[src/rtl/assert_macros.svh]
// ----------------------------------------------------------------------------
// Assertion macros
// Concurrent assertion wrappers for the RTL; empty bodies for synthesis.
// ----------------------------------------------------------------------------
`ifndef ASSERT_MACROS_SVH
`define ASSERT_MACROS_SVH

`ifndef SYNTHESIS
// clocked assertion, off while reset is asserted
`define SPS_ASSERT(lbl, clk, rst_n, prop, msg) \
    lbl: assert property (@(posedge clk) disable iff (!rst_n) (prop)) else $error(msg);
// clocked assertion that also holds through reset
`define SPS_ASSERT_ALWAYS(lbl, clk, prop, msg) \
    lbl: assert property (@(posedge clk) (prop)) else $error(msg);
`else
`define SPS_ASSERT(lbl, clk, rst_n, prop, msg)
`define SPS_ASSERT_ALWAYS(lbl, clk, prop, msg)
`endif

`endif

[src/rtl/h264sps_pkg.sv]
// ----------------------------------------------------------------------------
// h264sps_pkg
// Constants and types for the H.264 SPS frame size parser.
// ----------------------------------------------------------------------------
package h264sps_pkg;

    // longest Exp-Golomb prefix that is still decoded
    localparam int MAX_PREFIX_ZEROS = 31;
    localparam int PZ_W             = $clog2(MAX_PREFIX_ZEROS + 1);
    localparam int CODE_W           = 32;

    // size datapath: signed, holds (h+1)*32 less the crop terms
    localparam int ACC_W            = CODE_W + 7;
    localparam int SIZE_W           = 16;

    localparam int MB_SHIFT         = 4;
    localparam int MB_SIZE          = 16;
    localparam logic [7:0] PROFILE_RESET = 8'd66;

    localparam int NAL_W            = 8;
    localparam int OUT_BITS         = 2 + 2 * SIZE_W;
    localparam int OUT_TDATA_W      = ((OUT_BITS + 7) / 8) * 8;

    typedef enum logic [1:0] {
        ST_OK        = 2'd0,
        ST_TRUNCATED = 2'd1,
        ST_PROFILE   = 2'd2,
        ST_RANGE     = 2'd3
    } t_status;

    typedef enum logic [4:0] {
        PH_HEADER         = 5'd0,
        PH_SPS_ID         = 5'd1,
        PH_LOG2_FRAME_NUM = 5'd2,
        PH_POC_TYPE       = 5'd3,
        PH_POC_LSB        = 5'd4,
        PH_DELTA_ZERO     = 5'd5,
        PH_OFF_NONREF     = 5'd6,
        PH_OFF_TOPBOT     = 5'd7,
        PH_NUM_CYCLE      = 5'd8,
        PH_REF_OFFSET     = 5'd9,
        PH_MAX_REFS       = 5'd10,
        PH_GAPS           = 5'd11,
        PH_WIDTH          = 5'd12,
        PH_HEIGHT         = 5'd13,
        PH_FRAMES_ONLY    = 5'd14,
        PH_MBAFF          = 5'd15,
        PH_DIRECT         = 5'd16,
        PH_CROP_FLAG      = 5'd17,
        PH_CROP_L         = 5'd18,
        PH_CROP_R         = 5'd19,
        PH_CROP_T         = 5'd20,
        PH_CROP_B         = 5'd21,
        PH_DONE           = 5'd22
    } t_phase;

endpackage

[src/rtl/h264_sps_frame_size_parser_top.sv]
// ----------------------------------------------------------------------------
// h264_sps_frame_size_parser_top
// Bit-serial Exp-Golomb parser that pulls the cropped frame size out of an
// H.264 SPS NAL unit.
// ----------------------------------------------------------------------------
// Usage:
//   Slave stream: one NAL byte per beat, header byte first, tlast on the
//   final byte. Master stream: one beat per NAL unit with the status and the
//   cropped width and height. Config channel: one write sets the accepted
//   profile byte (66 after reset); o_cfg_ready is always high.
//   Timing: each of the four header bytes is accepted, then wrapped up.
//   Every later byte is accepted, then takes one bit per cycle through the
//   shared Exp-Golomb bit unit, then is wrapped up; bits after the outcome
//   are skipped. The byte that completes the size adds the steps on the
//   shared 39-bit adder (crop sum, subtract, offset, for width then height).
//   A result then passes through S_EMIT into the output register.
//   o_s_tready is high only between bytes.
//   Stall: the output register holds a result while a byte is parsed; a
//   second result waits inside the block, input not ready, until the
//   master side takes the first.
//   Reset: synchronous, active low; clears the parse state and the output
//   valid and restores the profile register.
// ----------------------------------------------------------------------------
`include "assert_macros.svh"

module h264_sps_frame_size_parser_top (
    input  logic                                 i_clk,
    input  logic                                 i_rst_n,
    // config write channel
    input  logic                                 i_cfg_valid,
    output logic                                 o_cfg_ready,
    input  logic [7:0]                           i_cfg_data,   // required_profile
    // byte stream in
    input  logic                                 i_s_tvalid,
    output logic                                 o_s_tready,
    input  logic [h264sps_pkg::NAL_W-1:0]        i_s_tdata,    // [7:0] nal_byte
    input  logic                                 i_s_tlast,    // last_byte
    // result stream out
    output logic                                 o_m_tvalid,
    input  logic                                 i_m_tready,
    // [1:0] status, [17:2] frame_width, [33:18] frame_height, rest zero
    output logic [h264sps_pkg::OUT_TDATA_W-1:0]  o_m_tdata
);

    typedef enum logic [2:0] {
        S_IDLE,
        S_BITS,
        S_SIZE,
        S_END,
        S_EMIT
    } t_state;

    typedef enum logic [2:0] {
        SZ_W_SUM,
        SZ_W_DIFF,
        SZ_W_ADD,
        SZ_H_SUM,
        SZ_H_DIFF,
        SZ_H_ADD
    } t_size_step;

    localparam int CW = h264sps_pkg::CODE_W;
    localparam int AW = h264sps_pkg::ACC_W;
    localparam int SW = h264sps_pkg::SIZE_W;

    t_state                      r_state,  n_state;
    logic [7:0]                  r_profile, n_profile;
    logic [7:0]                  r_byte,   n_byte;
    logic                        r_last,   n_last;
    logic [1:0]                  r_hdr,    n_hdr;
    h264sps_pkg::t_phase         r_phase,  n_phase;
    logic [h264sps_pkg::PZ_W-1:0] r_pz,    n_pz;
    logic [CW-1:0]               r_code,   n_code;
    logic [2:0]                  r_bit,    n_bit;
    logic [CW-1:0]               r_ref,    n_ref;
    logic [CW-1:0]               r_wm1,    n_wm1;
    logic [CW-1:0]               r_hm1,    n_hm1;
    logic                        r_fo,     n_fo;
    logic [CW-1:0]               r_cl,     n_cl;
    logic [CW-1:0]               r_cr,     n_cr;
    logic [CW-1:0]               r_ct,     n_ct;
    logic [CW-1:0]               r_cb,     n_cb;
    logic                        r_given,  n_given;
    t_size_step                  r_step,   n_step;
    logic [AW-1:0]               r_acc,    n_acc;
    logic                        r_w_ok,   n_w_ok;
    logic                        r_res_new, n_res_new;
    h264sps_pkg::t_status        r_res_st, n_res_st;
    logic [SW-1:0]               r_res_w,  n_res_w;
    logic [SW-1:0]               r_res_h,  n_res_h;
    logic                        r_out_valid, n_out_valid;
    h264sps_pkg::t_status        r_out_st, n_out_st;
    logic [SW-1:0]               r_out_w,  n_out_w;
    logic [SW-1:0]               r_out_h,  n_out_h;

    // bit unit
    logic                        w_b;
    logic                        w_done;
    logic                        w_fail;
    logic [CW-1:0]               w_shift;
    logic [CW-1:0]               w_v;
    // size adder
    logic [AW-1:0]               w_a;
    logic [AW-1:0]               w_bop;
    logic                        w_cin;
    logic [AW-1:0]               w_sum;
    logic                        w_fit;

    assign o_cfg_ready = 1'b1;
    assign o_s_tready  = (r_state == S_IDLE);
    assign o_m_tvalid  = r_out_valid;
    assign o_m_tdata   = h264sps_pkg::OUT_TDATA_W'({r_out_h, r_out_w, r_out_st});

    // Exp-Golomb bit step; code 0 means the prefix is still being read
    always_comb begin
        w_b     = r_byte[3'd7 - r_bit];
        w_done  = 1'b0;
        w_fail  = 1'b0;
        w_shift = {r_code[CW-2:0], w_b};
        w_v     = CW'(w_b);
        if (!(r_phase inside {h264sps_pkg::PH_DELTA_ZERO, h264sps_pkg::PH_GAPS,
                              h264sps_pkg::PH_FRAMES_ONLY, h264sps_pkg::PH_MBAFF,
                              h264sps_pkg::PH_DIRECT, h264sps_pkg::PH_CROP_FLAG})) begin
            if (r_code == '0) begin
                w_v = '0;
                if (!w_b) begin
                    w_fail = (r_pz ==
                              h264sps_pkg::PZ_W'(h264sps_pkg::MAX_PREFIX_ZEROS));
                end else begin
                    w_done = (r_pz == '0);
                end
            end else begin
                w_v    = w_shift - CW'(1);
                w_done = (r_pz == h264sps_pkg::PZ_W'(1));
            end
        end else begin
            w_done = 1'b1;
        end
    end

    // shared size adder: a + b + cin
    always_comb begin
        w_a   = '0;
        w_bop = '0;
        w_cin = 1'b0;
        case (r_step)
            SZ_W_SUM: begin
                w_a   = AW'(r_cl);
                w_bop = AW'(r_cr);
            end
            SZ_W_DIFF: begin
                w_a   = AW'({r_wm1, {h264sps_pkg::MB_SHIFT{1'b0}}});
                w_bop = ~(r_acc << 1);
                w_cin = 1'b1;
            end
            SZ_W_ADD: begin
                w_a   = r_acc;
                w_bop = AW'(h264sps_pkg::MB_SIZE);
            end
            SZ_H_SUM: begin
                w_a   = AW'(r_ct);
                w_bop = AW'(r_cb);
            end
            SZ_H_DIFF: begin
                // field coding doubles the height units
                w_a   = r_fo ? AW'({r_hm1, {h264sps_pkg::MB_SHIFT{1'b0}}})
                             : AW'({r_hm1, {(h264sps_pkg::MB_SHIFT + 1){1'b0}}});
                w_bop = ~(r_acc << 1);
                w_cin = 1'b1;
            end
            SZ_H_ADD: begin
                w_a   = r_acc;
                w_bop = r_fo ? AW'(h264sps_pkg::MB_SIZE) : AW'(2 * h264sps_pkg::MB_SIZE);
            end
            default: begin
                w_a   = '0;
                w_bop = '0;
            end
        endcase
        w_sum = w_a + w_bop + AW'(w_cin);
        w_fit = !w_sum[AW-1] && (w_sum[AW-2:SW] == '0);
    end

    always_comb begin
        n_state     = r_state;
        n_profile   = r_profile;
        n_byte      = r_byte;
        n_last      = r_last;
        n_hdr       = r_hdr;
        n_phase     = r_phase;
        n_pz        = r_pz;
        n_code      = r_code;
        n_bit       = r_bit;
        n_ref       = r_ref;
        n_wm1       = r_wm1;
        n_hm1       = r_hm1;
        n_fo        = r_fo;
        n_cl        = r_cl;
        n_cr        = r_cr;
        n_ct        = r_ct;
        n_cb        = r_cb;
        n_given     = r_given;
        n_step      = r_step;
        n_acc       = r_acc;
        n_w_ok      = r_w_ok;
        n_res_new   = r_res_new;
        n_res_st    = r_res_st;
        n_res_w     = r_res_w;
        n_res_h     = r_res_h;
        n_out_valid = r_out_valid & ~i_m_tready;
        n_out_st    = r_out_st;
        n_out_w     = r_out_w;
        n_out_h     = r_out_h;

        if (i_cfg_valid) begin
            n_profile = i_cfg_data;
        end

        case (r_state)
            S_IDLE: begin
                if (i_s_tvalid) begin
                    n_byte = i_s_tdata;
                    n_last = i_s_tlast;
                    n_bit  = '0;
                    if (r_phase == h264sps_pkg::PH_HEADER) begin
                        n_state = S_END;
                        if (!i_s_tlast) begin
                            if (r_hdr == 2'd1 && i_s_tdata != r_profile) begin
                                n_res_new = 1'b1;
                                n_res_st  = h264sps_pkg::ST_PROFILE;
                                n_res_w   = '0;
                                n_res_h   = '0;
                                n_given   = 1'b1;
                                n_phase   = h264sps_pkg::PH_DONE;
                            end else if (r_hdr == 2'd3) begin
                                n_hdr   = '0;
                                n_phase = h264sps_pkg::PH_SPS_ID;
                            end else begin
                                n_hdr = r_hdr + 2'd1;
                            end
                        end
                    end else begin
                        n_state = S_BITS;
                    end
                end
            end

            S_BITS: begin
                if (r_phase == h264sps_pkg::PH_DONE) begin
                    n_state = S_END;
                    n_bit   = '0;
                end else begin
                    n_bit = r_bit + 3'd1;
                    if (r_bit == 3'd7) begin
                        n_state = S_END;
                    end
                    if (w_fail) begin
                        n_res_new = 1'b1;
                        n_res_st  = h264sps_pkg::ST_RANGE;
                        n_res_w   = '0;
                        n_res_h   = '0;
                        n_given   = 1'b1;
                        n_phase   = h264sps_pkg::PH_DONE;
                        n_state   = S_END;
                        n_bit     = '0;
                    end else if (!w_done) begin
                        if (r_code == '0) begin
                            if (w_b) begin
                                n_code = CW'(1);
                            end else begin
                                n_pz = r_pz + h264sps_pkg::PZ_W'(1);
                            end
                        end else begin
                            n_code = w_shift;
                            n_pz   = r_pz - h264sps_pkg::PZ_W'(1);
                        end
                    end else begin
                        n_code = '0;
                        n_pz   = '0;
                        case (r_phase)
                            h264sps_pkg::PH_SPS_ID:         n_phase = h264sps_pkg::PH_LOG2_FRAME_NUM;
                            h264sps_pkg::PH_LOG2_FRAME_NUM: n_phase = h264sps_pkg::PH_POC_TYPE;
                            h264sps_pkg::PH_POC_TYPE: begin
                                if (w_v == '0) begin
                                    n_phase = h264sps_pkg::PH_POC_LSB;
                                end else if (w_v == CW'(1)) begin
                                    n_phase = h264sps_pkg::PH_DELTA_ZERO;
                                end else begin
                                    n_phase = h264sps_pkg::PH_MAX_REFS;
                                end
                            end
                            h264sps_pkg::PH_POC_LSB:    n_phase = h264sps_pkg::PH_MAX_REFS;
                            h264sps_pkg::PH_DELTA_ZERO: n_phase = h264sps_pkg::PH_OFF_NONREF;
                            h264sps_pkg::PH_OFF_NONREF: n_phase = h264sps_pkg::PH_OFF_TOPBOT;
                            h264sps_pkg::PH_OFF_TOPBOT: n_phase = h264sps_pkg::PH_NUM_CYCLE;
                            h264sps_pkg::PH_NUM_CYCLE: begin
                                n_ref   = w_v;
                                n_phase = (w_v == '0) ? h264sps_pkg::PH_MAX_REFS
                                                      : h264sps_pkg::PH_REF_OFFSET;
                            end
                            h264sps_pkg::PH_REF_OFFSET: begin
                                n_ref = r_ref - CW'(1);
                                if (r_ref == CW'(1)) begin
                                    n_phase = h264sps_pkg::PH_MAX_REFS;
                                end
                            end
                            h264sps_pkg::PH_MAX_REFS: n_phase = h264sps_pkg::PH_GAPS;
                            h264sps_pkg::PH_GAPS:     n_phase = h264sps_pkg::PH_WIDTH;
                            h264sps_pkg::PH_WIDTH: begin
                                n_wm1   = w_v;
                                n_phase = h264sps_pkg::PH_HEIGHT;
                            end
                            h264sps_pkg::PH_HEIGHT: begin
                                n_hm1   = w_v;
                                n_phase = h264sps_pkg::PH_FRAMES_ONLY;
                            end
                            h264sps_pkg::PH_FRAMES_ONLY: begin
                                n_fo    = w_v[0];
                                n_phase = w_v[0] ? h264sps_pkg::PH_DIRECT
                                                 : h264sps_pkg::PH_MBAFF;
                            end
                            h264sps_pkg::PH_MBAFF:  n_phase = h264sps_pkg::PH_DIRECT;
                            h264sps_pkg::PH_DIRECT: n_phase = h264sps_pkg::PH_CROP_FLAG;
                            h264sps_pkg::PH_CROP_FLAG: begin
                                if (w_v[0]) begin
                                    n_phase = h264sps_pkg::PH_CROP_L;
                                end else begin
                                    n_state = S_SIZE;
                                    n_step  = SZ_W_SUM;
                                end
                            end
                            h264sps_pkg::PH_CROP_L: begin
                                n_cl    = w_v;
                                n_phase = h264sps_pkg::PH_CROP_R;
                            end
                            h264sps_pkg::PH_CROP_R: begin
                                n_cr    = w_v;
                                n_phase = h264sps_pkg::PH_CROP_T;
                            end
                            h264sps_pkg::PH_CROP_T: begin
                                n_ct    = w_v;
                                n_phase = h264sps_pkg::PH_CROP_B;
                            end
                            h264sps_pkg::PH_CROP_B: begin
                                n_cb    = w_v;
                                n_state = S_SIZE;
                                n_step  = SZ_W_SUM;
                            end
                            default: n_phase = h264sps_pkg::PH_DONE;
                        endcase
                        if (n_state == S_SIZE) begin
                            n_bit = '0;
                        end
                    end
                end
            end

            S_SIZE: begin
                n_acc = w_sum;
                case (r_step)
                    SZ_W_SUM:  n_step = SZ_W_DIFF;
                    SZ_W_DIFF: n_step = SZ_W_ADD;
                    SZ_W_ADD: begin
                        n_w_ok  = w_fit;
                        n_res_w = w_sum[SW-1:0];
                        n_step  = SZ_H_SUM;
                    end
                    SZ_H_SUM:  n_step = SZ_H_DIFF;
                    SZ_H_DIFF: n_step = SZ_H_ADD;
                    SZ_H_ADD: begin
                        n_res_new = 1'b1;
                        n_given   = 1'b1;
                        n_phase   = h264sps_pkg::PH_DONE;
                        n_state   = S_END;
                        if (r_w_ok && w_fit) begin
                            n_res_st = h264sps_pkg::ST_OK;
                            n_res_h  = w_sum[SW-1:0];
                        end else begin
                            n_res_st = h264sps_pkg::ST_RANGE;
                            n_res_w  = '0;
                            n_res_h  = '0;
                        end
                    end
                    default: n_step = SZ_W_SUM;
                endcase
            end

            S_END: begin
                if (r_last) begin
                    if (!r_given) begin
                        n_res_new = 1'b1;
                        n_res_st  = h264sps_pkg::ST_TRUNCATED;
                        n_res_w   = '0;
                        n_res_h   = '0;
                    end
                    // new NAL unit starts
                    n_hdr   = '0;
                    n_phase = h264sps_pkg::PH_HEADER;
                    n_pz    = '0;
                    n_code  = '0;
                    n_ref   = '0;
                    n_wm1   = '0;
                    n_hm1   = '0;
                    n_fo    = 1'b0;
                    n_cl    = '0;
                    n_cr    = '0;
                    n_ct    = '0;
                    n_cb    = '0;
                    n_given = 1'b0;
                end
                n_bit   = '0;
                n_state = n_res_new ? S_EMIT : S_IDLE;
            end

            S_EMIT: begin
                if (!r_out_valid || i_m_tready) begin
                    n_out_valid = 1'b1;
                    n_out_st    = r_res_st;
                    n_out_w     = r_res_w;
                    n_out_h     = r_res_h;
                    n_res_new   = 1'b0;
                    n_state     = S_IDLE;
                end
            end

            default: n_state = S_IDLE;
        endcase
    end

    always_ff @(posedge i_clk) begin
        if (!i_rst_n) begin
            r_state     <= S_IDLE;
            r_profile   <= h264sps_pkg::PROFILE_RESET;
            r_last      <= 1'b0;
            r_hdr       <= '0;
            r_phase     <= h264sps_pkg::PH_HEADER;
            r_pz        <= '0;
            r_code      <= '0;
            r_bit       <= '0;
            r_ref       <= '0;
            r_wm1       <= '0;
            r_hm1       <= '0;
            r_fo        <= 1'b0;
            r_cl        <= '0;
            r_cr        <= '0;
            r_ct        <= '0;
            r_cb        <= '0;
            r_given     <= 1'b0;
            r_step      <= SZ_W_SUM;
            r_res_new   <= 1'b0;
            r_out_valid <= 1'b0;
        end else begin
            r_state     <= n_state;
            r_profile   <= n_profile;
            r_last      <= n_last;
            r_hdr       <= n_hdr;
            r_phase     <= n_phase;
            r_pz        <= n_pz;
            r_code      <= n_code;
            r_bit       <= n_bit;
            r_ref       <= n_ref;
            r_wm1       <= n_wm1;
            r_hm1       <= n_hm1;
            r_fo        <= n_fo;
            r_cl        <= n_cl;
            r_cr        <= n_cr;
            r_ct        <= n_ct;
            r_cb        <= n_cb;
            r_given     <= n_given;
            r_step      <= n_step;
            r_res_new   <= n_res_new;
            r_out_valid <= n_out_valid;
        end
        // datapath, no reset
        r_byte   <= n_byte;
        r_acc    <= n_acc;
        r_w_ok   <= n_w_ok;
        r_res_st <= n_res_st;
        r_res_w  <= n_res_w;
        r_res_h  <= n_res_h;
        r_out_st <= n_out_st;
        r_out_w  <= n_out_w;
        r_out_h  <= n_out_h;
    end

    `SPS_ASSERT(a_ready_no_pending, i_clk, i_rst_n, o_s_tready |-> !r_res_new, "input ready with a result still pending")
    `SPS_ASSERT(a_busy_after_beat, i_clk, i_rst_n, (i_s_tvalid && o_s_tready) |=> !o_s_tready, "ready right after an accepted beat")
    `SPS_ASSERT(a_given_done, i_clk, i_rst_n, r_given |-> (r_phase == h264sps_pkg::PH_DONE), "result given but parse not finished")
    `SPS_ASSERT(a_size_phase, i_clk, i_rst_n, (r_state == S_SIZE) |-> (r_phase == h264sps_pkg::PH_CROP_FLAG || r_phase == h264sps_pkg::PH_CROP_B), "size check outside a cropping phase")
    `SPS_ASSERT(a_emit_loads, i_clk, i_rst_n, (r_state == S_EMIT && (!r_out_valid || i_m_tready)) |=> o_m_tvalid, "pending result not moved to output")
    `SPS_ASSERT_ALWAYS(a_reset_clears, i_clk, !i_rst_n |=> !o_m_tvalid, "output valid after reset")

endmodule
[config.mk]
export PLATFORM = sky130hd
export DESIGN_NAME = h264_sps_frame_size_parser_top
export DESIGN_NICKNAME = d
export VERILOG_FILES = /design/src/rtl/h264sps_pkg.sv /design/src/rtl/h264_sps_frame_size_parser_top.sv
export VERILOG_INCLUDE_DIRS = /design/src /design/src/rtl
export SDC_FILE = /design/constraint.sdc
export NUM_CORES = 1
export LEC_CHECK = 0
export ABC_AREA = 1
export BUFFER_PORTS_ARGS = -buffer_cell sky130_fd_sc_hd__buf_2
export CAP_MARGIN = 10
export CORE_MARGIN = 3
export CORE_UTILIZATION = 62
export CTS_BUF_LIST = sky130_fd_sc_hd__clkbuf_16
export DETAILED_ROUTE_END_ITERATION = 10
export GPL_ROUTABILITY_DRIVEN = 1
export MAX_ROUTING_LAYER = met4
export PLACE_DENSITY = 0.9
export SLEW_MARGIN = 25
export SYNTH_ARGS = -nofsm -noshare
export SYNTH_HDL_FRONTEND = slang
export SYNTH_SLANG_ARGS = --single-unit
[constraint.sdc]
create_clock -name i_clk -period 5.9 [get_ports i_clk]
set_input_delay 0.885 -clock i_clk [delete_from_list [all_inputs] [get_ports i_clk]]
set_output_delay 0.885 -clock i_clk [all_outputs]
set_load 0.01 [all_outputs]
### After elaboration in Yosys (flattened, before gate mapping)

Cells that the tools add are included.

| cells by class | value |
|---|---|
| multiplexer cells | 163 |
| reduce and logical (&&, ||, !) cells | 44 |
| eq/ne operators | 73 |
| bitwise gates (word level) | 3 |
| $lt $le $gt $ge | 1 |
| add/subtract/negate cells | 9 |

Operator list:

| kind | number |
|---|---|
| 32-bit 2-to-1 mux | 35 |
| 32-bit one-hot mux with 2 select lines | 9 |
| 39-bit one-hot mux with 5 select lines | 2 |
| 16-bit 2-to-1 mux | 11 |
| 16-bit one-hot mux with 4 select lines | 2 |
| 5-bit one-hot mux with 21 select lines | 1 |
| 5-bit 2-to-1 mux | 18 |
| 3-bit 2-to-1 mux | 22 |
| 32-bit by 1-bit equality test with 1-bit output, second input constant | 2 |
| 32-bit logical NOT | 2 |
| 32-bit by 1-bit subtractor with 32-bit output, second input constant | 2 |
| 6-bit AND reduction | 9 |
| 5-bit by 4-bit equality test with 1-bit output, second input constant | 8 |
| 5-bit equality test, second input constant | 8 |
| 39-bit by 1-bit adder with 39-bit output | 1 |
| 39-bit adder | 1 |
| 39-bit inverter | 1 |
| 37-bit 2-to-1 mux | 1 |
| 2-bit 2-to-1 mux | 18 |
| 16-bit one-hot mux with 2 select lines | 1 |
| 1-bit 2-to-1 mux | 26 |
| 2-bit != test, second input constant | 13 |
| 22-bit logical NOT | 1 |
| 5-bit by 3-bit equality test with 1-bit output, second input constant | 4 |
| other kinds (54) | 95 |

| word-level totals | value |
|---|---|
| logic and storage cells | 322 |
| bits of input ports | 22 |
| bits in registers | 406 |

### Longest topological paths before layout

| logic depth | value |
|---|---|
| depth in word-level cells | 18 |
| depth in mapped cells | 31 |

### Worst setup path before layout

OpenSTA, ideal clock, no wires.

| timing path | value |
|---|---|
| path type | register to register |
| start | register r_step[0] |
| end | register r_res_w[0], enable pin |
| path slack | 1.529 ns |
| clock period less this slack | 4.371 ns |
| path buffers | 3 |
| arrival time | 4.056 ns |
| cell stages (with the launch flop) | 30 |
| cells stage by stage | dfxtp_1 -> buf_2 -> inv_1 -> nor3_1 -> clkbuf_1 -> clkbuf_1 -> a21oi_1 -> o21ai_0 -> ha_1 -> inv_1 -> o21bai_4 -> fa_1 -> nand3_1 -> nand2_1 -> nand2_1 -> nand2_1 -> nand3_1 -> nand2_1 -> a21oi_1 -> inv_1 -> nand2_1 -> nand3_1 -> nor2_1 -> nand4_1 -> nor2_1 -> nand4_2 -> nor2_4 -> nand3_1 -> nand2_1 -> inv_1 |

| between the ends | value |
|---|---|
| word-level cells in the longest chain between the ends | 10 |

RTL lines:

| what | line | RTL |
|---|---|---|
| start: declaration | h264_sps_frame_size_parser_top.sv:84 | `t_size_step r_step, n_step;` |
| start signal: assignment | h264_sps_frame_size_parser_top.sv:470 | `r_step <= n_step;` |
| 3-bit equality test (tied with other cells) | h264_sps_frame_size_parser_top.sv:146, h264_sps_frame_size_parser_top.sv:360 |  |
| 2-bit OR reduction (no source line) | n/a |  |
| 39-bit one-hot mux with 5 select lines | h264_sps_frame_size_parser_top.sv:146 | `case (r_step)` |
| 39-bit adder | h264_sps_frame_size_parser_top.sv:180 | `w_sum = w_a + w_bop + AW'(w_cin);` |
| 39-bit by 1-bit adder with 39-bit output | h264_sps_frame_size_parser_top.sv:180 |  |
| 22-bit logical NOT or 1-bit logical NOT (tied branches) | h264_sps_frame_size_parser_top.sv:181 | `w_fit = !w_sum[AW-1] && (w_sum[AW-2:SW] == '0);` |
| 1-bit logical AND | h264_sps_frame_size_parser_top.sv:181 |  |
| 1-bit logical AND | h264_sps_frame_size_parser_top.sv:375 | `if (r_w_ok && w_fit) begin` |
| 3-bit != test (no source line) | n/a |  |
| 11-bit AND reduction (no source line) (*) | n/a |  |
| end signal: assignment | h264_sps_frame_size_parser_top.sv:479 | `r_res_w <= n_res_w;` |
| end: declaration | h264_sps_frame_size_parser_top.sv:89 | `logic [SW-1:0] r_res_w, n_res_w;` |

Every way passes the cells marked *; elsewhere a longest branch is shown, timed or not.
A chain may end at the register's enable or synchronous reset.

### Final worst setup path

| timing path | value |
|---|---|
| start | register r_step[1] |
| end | register r_res_w[11], enable pin |

The elaborated chain is that of the path after synthesis.

==> metrics.cfg <==
[global_route]
grt_util_all_layers_pct=36.5
grt_overflow=0
top_usage_layer=met2
use_met3_pct=9.82
grt_antenna_before_repair=0
gr-usage-met2_pct=56.4
grt_max_degree=85
grt_util_met1_pct=46.1
grt_pass1_wl_um=108000
grt_pass1_vias=20300

[synth]
synth_flop_cell=dfxtp_1
synth_seq_cells=406
synth_cell_type_count=59
synth-edff-count=116
synthCells=3042
synth-seq-area-share_pct=42.6
synthesis.area_um2=21800
yosysWarnings=0
yosys.area.top_type_share_pct=26.6
synthArstFlopShare_pct=0
synth_area_leaders=dfxtp_1, edfxtp_1, nand2_1, nor2_1, o21ai_0
synth.largest_area_cell=dfxtp_1
syn_avg_cell_area_um2=7.17

[worst_setup_path]
reg2reg_depth=27
crit_path_start_kind=flop
cp_data_arrival_time_ns=5.65
critical_path_class=reg2reg
required_ns=6.12
critPathMaxFanout=35
end_kind=flop

[hold_path]
holdPathStages=0
hp-class=reg2reg

[sta]
worstMarginPinSlew_ns=0.981
min_period_over_period_pct=92.0
min_period_ns=5.43
finClkSkew_ns=0.0148
final_max_slew_viol_count=0
rsz0062_at_grt=no
fin_tns_setup_ns=0
setup_viol=0
hold_viol=0
relSlewSlack_pct=34.2
fmax_mhz=184

[die]
ios=65
die_area_um2=37500
start_util_pct=63.0
num_rows=68
die_y_um=194
die_w_um=194
fp.coreArea_um2=34600

[detailed_routing]
dr.pass1.iters=8
drc_errors=0
routed_wl_um=68600
drt-wirelength-per-cell_um=19.5
drtIter0Drc=2631
viasPerCell=6.11
ant_nets=0
vias=21500

[cells_and_area]
layout_common_cells=nand2_1, nor2_1, o21ai_0, inv_1, dfxtp_1
nNetsFinal=3109
final_common_cell=nand2_1
drive_gt1_share_pct=6.62
fin_area_um2=23700
final_core_util_pct=68.5
area_growth_pct=8.73
diodes=0

[outcome]
status=complete, no violations

[cts]
cts_tree=built
cts.repair.resized=0
clockBufferDepth=3
clock-sinks=406
h-tree-depth=2
cts_root_buf=clkbuf_16
clk_pin_slew_worst_paths_ns=0.06
cts_hold_buffers=0
clock_latency_ns=0.58
cts_buffers=43
post-cts-setup-buffers=0

[power]
power_frac_seq_pct=31.3
swShare_pct=49.2
p_leak_uw=0.0101
switchingPower_uw=7540
clockPowerShare_pct=17.4
combPwrFrac_pct=51.3
ir_worst_vdd_mv=0.452
cell_internal_pwr_uw=7780
power.density_nw_per_um2=646

[placement]
placed_area_um2=22300
gp_congestion=0.989
io_buffers=57
hpwl_um=49100

[run]
cap_viol_max_count=0

[cell type report]
type	instances	area, um2
Tap cell	455	569
Fill cell	2936	10900
Clock inverter	30	226
Inverter	330	1240
Timing Repair Buffer	85	531
Clock buffer	45	1130
Sequential cell	406	9290
Multi-Input combinational cell	2171	10700
[per-stage QoR]
| stage | cells | worst slack, ns | hold slack (ns) | total power, uW |
|---|---|---|---|---|
| floorplan | 3047 | 1.53 | 0.400 | 10000 |
| global placement | 3446 | 0.873 | 0.401 | 12100 |
| detailed placement | 3446 | 0.760 | 0.405 | 12300 |
| CTS | 3521 | 0.596 | 0.419 | 15100 |
| global route | 3522 | 0.0778 | 0.428 | 16400 |
| finish | 3522 | 0.471 | 0.420 | 15300 |
[flip-flops by register name (all words and copies together) (netlist names), 2 cells and up]
name	count
r_ct	32
r_step	3
r_hdr	2
r_acc	39
r_hm1	32
r_out_w	16
r_byte	8
r_profile	8
r_res_w	16
r_cr	32
r_cb	32
r_res_h	16
r_bit	3
r_ref	32
r_out_h	16
r_code	32
r_out_st	2
r_state	3
r_cl	32
r_pz	5
r_phase	5
r_res_st	2
r_wm1	32
[power by group through the flow]
stage / clock, uW / sequential (uW) / combinational, uW
6_report: 2670 / 4790 / 7860
5_1_grt: 2780 / 4890 / 8680
4_1_cts: 2670 / 4750 / 7660
3_5_place_dp: 0 / 4780 / 7560
3_3_place_gp: 0 / 4730 / 7400
2_1_floorplan: 0 / 4550 / 5470
[layer usage]
| metal | vias up | share of wire, % |
|---|---|---|
| met1 | 10000 | 40 |
| li1 | 10100 | - |
| met4 | 0 | 4.0 |
| met3 | 174 | 11 |
| met2 | 1227 | 45 |
| met5 | - | 0 |
[critical path, cell delays in order (launching register included)]
cell	delay, ns
dfxtp_1	0.48
inv_1	0.14
nand2_1	0.14
nor2_1	0.11
nor2_1	0.13
buf_4	0.17
clkinv_1	0.09
buf_4	0.26
nand2_1	0.13
nand4_1	0.13
ha_1	0.43
inv_1	0.08
o21ai_0	0.32
a21oi_1	0.15
o21ai_0	0.48
a21oi_1	0.12
nand2_1	0.16
a21boi_1	0.10
inv_1	0.08
nand2_1	0.05
nand2_1	0.08
nand3_1	0.09
nor2_1	0.14
nand4_2	0.27
nor2_4	0.22
nand3_1	0.09
nand2_1	0.10
inv_1	0.28
[cell families (layout without fill, tap and decap cells)]
| logic type | after synthesis | after routing | share of synthesized area, % |
|---|---|---|---|
| and+or+nand+nor | 1322 | 1322 | 25.4 |
| AOI/OAI and AO/OA | 753 | 753 | 19.1 |
| buffers and inverters | 470 | 490 | 8.44 |
| DFF | 406 | 406 | 42.6 |
| adders and majority gates | 50 | 50 | 2.90 |
| xor gates and xnor gates | 39 | 39 | 1.57 |
| other | 2 | 7 | 0.0344 |
[synthesized netlist by cell type (12+ instances only)]
library cell and n:
nand3_1 127, o21ai_1 20, edfxtp_1 116, clkbuf_1 92, nor2_4 16, nand4_1 54
a21oi_1 274, xnor2_1 15, ha_1 49, nor3_1 28, inv_1 310, a31oi_1 12
dfxtp_1 290, o21ai_0 324, nor2_1 482, nand2_1 579, o211ai_1 23, o221ai_1 17
inv_2 16, a22oi_1 36, buf_2 31, xor2_1 24
[final timing paths]
| kind | start | slack (ns) | endpoint |
|---|---|---|---|
| setup / recovery | r_step[1] | 0.47 | r_res_w[11] |
| hold / removal | r_res_h[14] | 0.42 | r_out_h[14] |
| hold reg to reg | r_res_h[14] | 0.42 | r_out_h[14] |
| setup reg to reg | r_step[1] | 0.47 | r_res_w[11] |
Note: power is estimated with default switching activity, not from simulation.
